<file path="src/hdl/sbtg_div_cell.sv">
// One restoring division step: shifts in a dividend bit, emits one quotient bit.
module sbtg_div_cell #(
	parameter int unsigned RW = 16,
	parameter int unsigned QW = 30,
	parameter int unsigned TW = 8
) (
	input  logic          clk,
	input  logic          arst_n,
	input  logic          en,
	input  logic          v_i,
	input  logic [RW-1:0] rem_i,
	input  logic [QW-1:0] qs_i,
	input  logic [RW-1:0] dv_i,
	input  logic [TW-1:0] tag_i,
	output logic          v_o,
	output logic [RW-1:0] rem_o,
	output logic [QW-1:0] qs_o,
	output logic [RW-1:0] dv_o,
	output logic [TW-1:0] tag_o
);

	logic [RW:0]   rem2;
	logic          ge;
	logic [RW:0]   diff;

	logic          v_s1;
	logic [RW-1:0] rem_s1;
	logic [QW-1:0] qs_s1;
	logic [RW-1:0] dv_s1;
	logic [TW-1:0] tag_s1;

	assign rem2 = {rem_i, qs_i[QW-1]};
	assign diff = rem2 - {1'b0, dv_i};
	assign ge   = (rem2 >= {1'b0, dv_i});

	always_ff @(posedge clk or negedge arst_n) begin
		if (!arst_n) begin
			v_s1 <= 1'b0;
		end else if (en) begin
			v_s1 <= v_i;
		end
	end

	always_ff @(posedge clk) begin
		if (en) begin
			rem_s1 <= ge ? diff[RW-1:0] : rem2[RW-1:0];
			qs_s1  <= {qs_i[QW-2:0], ge};
			dv_s1  <= dv_i;
			tag_s1 <= tag_i;
		end
	end

	assign v_o   = v_s1;
	assign rem_o = rem_s1;
	assign qs_o  = qs_s1;
	assign dv_o  = dv_s1;
	assign tag_o = tag_s1;

endmodule

</file>
<file path="config.mk">
export PLATFORM = sky130hd
export DESIGN_NAME = sbtg_div_cell
export DESIGN_NICKNAME = d
export VERILOG_FILES = /design/src/hdl/sbtg_div_cell.sv
export SDC_FILE = /design/constraint.sdc
export NUM_CORES = 1
export LEC_CHECK = 0
export BUFFER_PORTS_ARGS = -buffer_cell sky130_fd_sc_hd__buf_2
export CORE_ASPECT_RATIO = 1.75
export CORE_UTILIZATION = 30
export CTS_CLUSTER_SIZE = 40
export DETAILED_ROUTE_END_ITERATION = 7
export PLACE_DENSITY = 0.57
export SLEW_MARGIN = 15
export SYNTH_ARGS = -nofsm -noshare
export SYNTH_HDL_FRONTEND = slang
export SYNTH_SLANG_ARGS = --single-unit
</file>
<file path="constraint.sdc">
create_clock -name clk -period 1.3 [get_ports clk]
set_input_delay 0.13 -clock clk [delete_from_list [all_inputs] [get_ports clk]]
set_output_delay 0.13 -clock clk [all_outputs]
set_load 0.05 [all_outputs]
</file>
==> results.py <==
metrics = {
    "synth": {
        "netlist_instances": 228,
        "yosys.area_share.adder_pct": 6.67,
        "synth_nets": 319,
        "synth_top_family_by_area": "compound AO/OA/AOI/OAI gates",
        "synth.avg_cell_area_um2": 14.5,
        "synth-xor-area-share_pct": 3.18,
        "yosys.area_share.simple_pct": 5.30,
        "async_flop_share_pct": 1.41,
        "synth_edf_count": 70,
        "ys_seq_area_share_pct": 64.4,
        "synth_seq_cells": 71,
        "synth_area_mm2": 0.00330,
        "synth-main-ff-cell": "edfxtp_1",
        "synth_compound_area_share_pct": 9.89,
        "ys_warn_count": 0,
        "yosysUniqueCellTypes": 44,
        "synth.area.mux_share_pct": 6.25,
    },
    "status": {
        "violations": "setup timing",
        "status": "finished, violations left",
    },
    "floorplan": {
        "row_count": 50,
        "io_pins": 145,
        "die_area_mm2": 0.0115,
        "die_w_um": 81.3,
        "coreArea_mm2": 0.0107,
        "start_util_pct": 30.9,
        "die_h_um": 141,
    },
    "timing": {
        "tightest_slew_ns": 0.336,
        "skew_ns": 0,
        "rsz0062_at_grt": "yes",
        "final_hold_viol_count": 0,
        "finalCritPeriodShare_pct": 142,
        "drv_slew": 0,
        "setup_slack_ns": -0.548,
        "max_slew_margin_pct": 77.3,
        "finalSetupViolCount": 17,
        "fmax_mhz": 541,
        "period_minus_slack_ns": 1.85,
        "tns_ns": -8.21,
    },
    "setup_path": {
        "end_kind": "flop",
        "cp.arrival_ns": 1.93,
        "worstPathRequired_ns": 1.38,
        "startpoint_type": "primary input",
        "critical_path.max_fanout": 7,
        "worstSetupPathType": "in2reg",
    },
    "power_and_ir_drop": {
        "clkPwrFrac_pct": 32.1,
        "seq_power_share_pct": 37.3,
        "switching_share_pct": 31.5,
        "p_per_area_mw_per_mm2": 1310,
        "pwr-share-comb_pct": 30.6,
        "p_int_mw": 5.19,
        "peakVddDrop_mv": 1.06,
        "power.static_leakage_nw": 2.59,
        "p_switching_mw": 2.39,
    },
    "finish": {
        "final_cell_mix": "buf_2 (139), edfxtp_1 (70), buf_4 (64)",
        "fillers": 936,
        "drive_gt1_share_pct": 55.8,
        "antennaDiodeCount": 0,
        "syn_to_final_growth_pct": 75.5,
        "final_common_cell": "buf_2",
        "stdcell_count": 630,
        "final_area_mm2": 0.00580,
        "final_nets": 586,
    },
    "global_route": {
        "grt_max_degree": 29,
        "grt_pass1_vias": 2944,
        "grt.overflow.total": 0,
        "grt_usage_pct": 16.4,
        "antenna_found_initial": 0,
        "grt_pass1_wl_um": 13700,
    },
    "placed_design": {
        "place_inst": 555,
        "portBuffers": 144,
        "dpl_cell_area_mm2": 0.00474,
        "gp_congestion": 0.806,
        "hpwlAfterDp_um": 6520,
    },
    "detailed_routing": {
        "first_pass_iters": 4,
        "via_count": 2833,
        "wl_per_cell_um": 14.4,
        "route.detailed.drc": 0,
        "wl_um": 9080,
        "drtAntennaViolNets": 0,
        "viasPerCell": 4.50,
        "drt-initial-drc-count": 47,
    },
    "cts": {
        "clock_sinks": 71,
        "numCtsBuffers": 9,
        "htree_levels": 3,
        "cts_tree": "built",
        "clkLatencyLatePin_ns": 0.33,
        "root_buffer": "clkbuf_16",
        "clk_pin_slew_ns": 0.06,
        "clockBufferDepth": 2,
    },
    "flow_run": {
        "drv_cap": 0,
    },
    "min_path": {
        "hold_class": "in2reg",
    },
}
[flip-flops by register name, indices dropped and copies added, names as in the netlist]
signal,count
dv_o,16
tag_o,8
rem_o,16
v_o,1
qs_o,30
[worst paths after layout]
path / start / slack [ns] / endpoint / cells after the start
worst max register to register: v_o / 0.55 / v_o / 1
min in group asynchronous: arst_n / 0.09 / v_o / 2
worst min-delay path: dv_i[6] / 0.02 / dv_o[6] / 1
max in group asynchronous: arst_n / 1.12 / v_o / 2
worst max-delay path: dv_i[14] / -0.55 / rem_o[12] / 10
worst min register to register: v_o / 0.52 / v_o / 1
[what timing repair did]
action,CTS,global route
hold endpoints to repair,51,0
hold buffers,51,0
endpoints found under the setup margin,17,17
pin swaps,9,7
gates resized for setup,24,23
buffers inserted,4,3
gates cloned,1,0
[metrics by stage]
stage	setup WS (ns)	hold slack (ns)	power (mW)	util (%)
final	-0.548	0.0193	7.58	54.2
after global routing	-0.591	0.000761	7.92	54.2
after CTS	-0.548	0.0217	7.60	53.2
after detailed placement	-1.03	-0.0934	4.93	44.3
after global placement	-0.993	-0.0946	4.91	44.3
after floorplan	-0.886	-0.166	4.25	-
[critical path, cell delays in order]
cell	delay, ns
buf_12	0.11
inv_12	0.04
ha_4	0.19
a21o_1	0.15
a211o_1	0.26
a41o_1	0.25
a31oi_4	0.19
o21a_4	0.23
inv_8	0.07
mux2_4	0.30
[final cells by class]
cell class	count	area (um^2)	area share [%]
clock buffers	10	229	3.95
clock inverters	6	67.6	1.17
inverters	25	129	2.22
multi-input cells	126	1290	22.2
flip-flops and latches	71	2130	36.7
well taps	130	163	2.81
repair buffers	261	1780	30.8
repair inverters	1	8.76	0.151
[synthesized netlist by cell type, drive strengths merged, types with 3 or more instances]
master / instances / area share, %
a21o: 3 / 0.68
a21oi: 10 / 1.5
a31oi: 4 / 1.2
clkbuf: 4 / 0.45
edfxtp: 70 / 64
ha: 16 / 6.1
inv: 25 / 2.9
mux2: 13 / 5.3
mux2i: 3 / 0.91
nand2: 13 / 1.5
nand3: 3 / 0.45
nand4: 3 / 0.57
nor2: 9 / 1.0
o21ai: 9 / 1.4
o21bai: 4 / 0.91
xnor2: 8 / 2.1
xor2: 4 / 1.1
[power by group through the flow]
stage	clock network [mW]	logic, mW	registers [mW]
after CTS	2.51	2.26	2.83
after global placement	0	2.03	2.87
after detailed placement	0	2.05	2.88
after floorplan	0	0.575	3.67
final	2.44	2.32	2.83
after global routing	2.62	2.45	2.85
[kinds of logic after synthesis]
logic type / after synthesis
XOR/XNOR: 12
flip-flops: 71
AO/OA/AOI/OAI: 45
multiplexers: 16
buffers and inverters: 31
AND/OR/NAND/NOR: 36
adder cells (fa/ha/maj): 17
[per-layer routing]
metal  global-route usage [%]  vias to the layer above  part of all wire [%]
li1                         -                     1394                     -
met1                     14.3                     1338                    34
met2                     32.5                       89                    59
met3                     4.60                       12                   5.4
met4                     7.05                        0                   1.9
met5                        0                        -                     0
Note: power is estimated with default switching activity, not from simulation.
