$ cat src/hdl/sbtg_pkg.sv
// Shared types and constants for the spectral band taper gain block.
package sbtg_pkg;

	typedef enum logic [1:0] {
		MODE_BAND_PASS = 2'd0,
		MODE_HIGH_PASS = 2'd1,
		MODE_LOW_PASS  = 2'd2
	} band_mode_t;

	typedef enum logic [2:0] {
		REG_BAND_MODE   = 3'd0,
		REG_BAND_MIN    = 3'd1,
		REG_BAND_PEAK   = 3'd2,
		REG_BAND_MAX    = 3'd3,
		REG_INVERT_GAIN = 3'd4
	} reg_index_t;

	localparam int unsigned WN_W  = 16;
	localparam int unsigned CFG_W = 16;
	localparam int unsigned IDX_W = 3;

	// sine datapath: argument and polynomial terms in Q30
	localparam int unsigned X_W = 30;
	localparam int unsigned P_W = 31;

	localparam logic [P_W-1:0] SIN_C1 = 31'd1686629713;
	localparam logic [P_W-1:0] SIN_C3 = 31'd693598668;
	localparam logic [P_W-1:0] SIN_C5 = 31'd85569306;
	localparam logic [P_W-1:0] SIN_C7 = 31'd5026995;
	localparam logic [P_W-1:0] SIN_C9 = 31'd172272;

	localparam int unsigned HORNER_N = 4;
	localparam logic [P_W-1:0] SIN_HORNER [HORNER_N] = '{SIN_C7, SIN_C5, SIN_C3, SIN_C1};

endpackage

$ cat src/hdl/sbtg_horner_cell.sv
// One Horner step of the sine polynomial: p_out = C - ((u * p_in) >> 30).
module sbtg_horner_cell #(
	parameter logic [sbtg_pkg::P_W-1:0] COEF = '0,
	parameter int unsigned TW = 8
) (
	input  logic                     clk,
	input  logic                     arst_n,
	input  logic                     en,
	input  logic                     v_i,
	input  logic [sbtg_pkg::X_W-1:0] u_i,
	input  logic [sbtg_pkg::P_W-1:0] p_i,
	input  logic [TW-1:0]            tag_i,
	output logic                     v_o,
	output logic [sbtg_pkg::X_W-1:0] u_o,
	output logic [sbtg_pkg::P_W-1:0] p_o,
	output logic [TW-1:0]            tag_o
);

	localparam int unsigned PR_W = sbtg_pkg::X_W + sbtg_pkg::P_W;

	logic [PR_W-1:0]            prod;
	logic                       v_s1;
	logic [sbtg_pkg::X_W-1:0]   u_s1;
	logic [sbtg_pkg::P_W-1:0]   p_s1;
	logic [TW-1:0]              tag_s1;

	assign prod = PR_W'(u_i) * PR_W'(p_i);

	always_ff @(posedge clk or negedge arst_n) begin
		if (!arst_n) begin
			v_s1 <= 1'b0;
		end else if (en) begin
			v_s1 <= v_i;
		end
	end

	always_ff @(posedge clk) begin
		if (en) begin
			u_s1   <= u_i;
			p_s1   <= COEF - prod[PR_W-1:sbtg_pkg::X_W];
			tag_s1 <= tag_i;
		end
	end

	assign v_o   = v_s1;
	assign u_o   = u_s1;
	assign p_o   = p_s1;
	assign tag_o = tag_s1;

endmodule

$ cat config.mk
export PLATFORM = sky130hd
export DESIGN_NAME = sbtg_horner_cell
export DESIGN_NICKNAME = d
export VERILOG_FILES = /design/src/hdl/sbtg_pkg.sv /design/src/hdl/sbtg_horner_cell.sv
export SDC_FILE = /design/constraint.sdc
export NUM_CORES = 2
export LEC_CHECK = 0
export BUFFER_PORTS_ARGS = -buffer_cell sky130_fd_sc_hd__buf_2
export CORE_ASPECT_RATIO = 2
export CORE_MARGIN = 1
export CORE_UTILIZATION = 60
export DETAILED_ROUTE_END_ITERATION = 10
export HOLD_SLACK_MARGIN = 0.06
export PLACE_DENSITY = 0.78
export SKIP_CTS_REPAIR_TIMING = 1
export SYNTH_ARGS = -nofsm -noshare
export SYNTH_HDL_FRONTEND = slang
export SYNTH_SLANG_ARGS = --single-unit
$ cat constraint.sdc
create_clock -name clk -period 2.46 [get_ports clk]
set_clock_uncertainty 0.2 [all_clocks]
set_input_delay 0.492 -clock clk [delete_from_list [all_inputs] [get_ports clk]]
set_output_delay 0.492 -clock clk [all_outputs]
set_load 0.02 [all_outputs]
==> impl_metrics.toml <==
[critical_path]
cp_slowest_stage_delay_ns = 0.61
crit_path_frequent_cell = "fa_1"
ff2ff_setup_slack_ns = 1.52
crit_cells = 28
path_buf_inv = 8
cp.required_ns = 2.41
cp-end-kind = "register"
crit_fanout = 11
r2r_cells = 1
path_class = "input port to register"
critical_path_arrival_ns = 8.58
cp-start-kind = "input port"
slowest_stage = "fa_2"
path_delay_family = "adder cells"

[finish]
drive_gt1_frac = 0.2044
fin_area_sq_um = 39570
syn_to_final_growth_pct = 18.34
nNetsFinal = 5188
fillers = 4098

[job]
maxCapViolations = 0

[sta]
rsz0062_at_grt = "yes"
setup-violations-final = 31
setup_tns_ns = -173.88
fmax_mhz = 115.9
tightest_slew_ns = 0.5354
final-hold-violation-count = 0
fin_crit_ns = 8.625
fin_crit_sh = 3.506
worst_slack_ns = -6.165
drv_slew = 0
relSlewSlack = 0.6393

[hold_path]
holdPathStages = 1
hold_class = "input port to register"

[yosys]
synth-edff-count = 69
synth_ff_type = "edfxtp_1"
synth_commonest_cells = "inv_1 (846), fa_1 (807), and2_1 (520)"
ys_types = 75
async_flop_share = 0.01429
syn_area_sq_um = 33440
yosysTopAreaCell = "fa_1"
synthTopCellsByArea = "fa_1 (48%), and2_1 (9.7%), inv_1 (9.5%)"
ys_seq_elements = 70
yosysMostFrequentCell = "inv_1"
yosys_warnings = 0
yosysSeqAreaShare = 0.06272
synth_nets = 4763
syn_avg_cell_area_sq_um = 9.196
synth_top_area_frac = 0.4832
syn-instance-count = 3636

[clock_network]
clkTransAtPathRegs_ns = 0.07
cts_tree = "done"
clk_latency_ns = 0.43
root_buffer = "clkbuf_16"
cts_max_level = 3
cts-root-to-sink-buffers = 2
cts_made_buffers = 9
clock_sinks = 70

[drt]
wirelength_mm = 99.22
vias = 27238
antenna_left = 0
routedWlPerCell_um = 20.62
drt_iter0_drc = 1680
drc = 0
via_per_inst = 5.662
first_pass_iters = 5

[grt]
antenna_found_initial = 1
grt_max_degree = 49
grt_first_pass_wirelength_mm = 154.1
grtUsageMet1 = 0.3440
busiest_layer = "met2"
first_global_vias = 30217
met3_usage = 0.06168
gr-total-overflow = 0
use_met2 = 0.6547
grt_usage = 0.3658

[placed_design]
io_buffer_count = 142
placed_cell_area_sq_um = 38100
hpwlAfterDp_mm = 83.19
place_congestion = 0.9953

[floorplan]
row_count = 122
die_area_sq_um = 56730
io-pin-count = 143
die_w_um = 168.9
core_area_sq_um = 55260
initial_core_util = 0.6051
die_y_um = 335.9

[run_status]
status = "complete, but fails checks"
violations = "setup timing"
[path summary, 6_finish.rpt]
check / from / endpoint
min in group asynchronous: arst_n / v_o$_DFFE_PN0P_
hold / removal: tag_i[2] / tag_o[2]$_DFFE_PP_
setup reg to reg: v_o$_DFFE_PN0P_ / v_o$_DFFE_PN0P_
setup / recovery: u_i[16] / p_o[24]$_DFFE_PP_
max in group asynchronous: arst_n / v_o$_DFFE_PN0P_
hold reg to reg: v_o$_DFFE_PN0P_ / v_o$_DFFE_PN0P_
[stage by stage]
step / hold slack, ns / utilization / std cells / worst slack (ns)
floorplan: -0.003591 / - / 3636 / -6.048
global placement: 0.06652 / 0.6896 / 4764 / -6.696
detailed placement: 0.06842 / 0.6896 / 4764 / -6.838
CTS: -0.4100 / 0.6953 / 4780 / -6.443
global route: 0.06600 / 0.7161 / 4811 / -6.386
finish: 0.06290 / 0.7161 / 4811 / -6.165
[logic make-up after synthesis]
| logic type | Yosys count | synth area share |
|---|---|---|
| muxes | 5 | 0.001609 |
| AOI/OAI and AO/OA | 236 | 0.04850 |
| DFF | 70 | 0.06272 |
| buffers and inverters | 1049 | 0.1180 |
| and+or+nand+nor | 1171 | 0.1802 |
| xor gates and xnor gates | 51 | 0.01336 |
| adders and majority gates | 1054 | 0.5756 |
[cell type report]
| class | instances | area, sq um | share of cell area |
|---|---|---|---|
| well taps | 744 | 930.9 | 0.02353 |
| flip-flops and latches | 70 | 2097 | 0.05300 |
| repair buffers | 617 | 4677 | 0.1182 |
| multi-input cells | 2517 | 28370 | 0.7170 |
| clock buffers | 9 | 225.2 | 0.005692 |
| inverters | 846 | 3176 | 0.08026 |
| diodes | 1 | 2.502 | 0.00006324 |
| clock inverters | 7 | 88.84 | 0.002245 |
[per-layer routing]
layer  up-vias  wire length, um
met4         0            11490
li1      11564                -
met2      1262            53000
met5         -                0
met1     13779            28980
met3       633             5749
[layout by cell type (no fill, tap or decap), types with 8 or more instances in the layout]
cell	n
inv_2	14
xnor2_2	11
o21ai_0	31
o21a_1	12
o21bai_1	8
nand2_1	473
and2_1	488
a21oi_2	18
buf_12	8
ha_1	230
fa_1	776
dlygate4sd3_1	8
edfxtp_1	69
buf_6	36
and2_4	32
nor3_1	17
a21o_1	26
xor2_1	11
ha_4	15
xnor2_1	25
buf_2	101
a211o_1	9
clkbuf_16	9
inv_1	832
fa_2	31
nor2_1	42
nand3_1	15
nand4_1	29
o21ai_1	12
a21oi_1	55
buf_4	453
[sequential cells by signal, summed over array words and instances, names as in the netlist]
signal  flops
v_o         1
u_o        30
tag_o       8
p_o        31
Power is left out: the tool's default activity adds up to more than one toggle a clock period on the data nets, which glitch-free logic cannot reach.
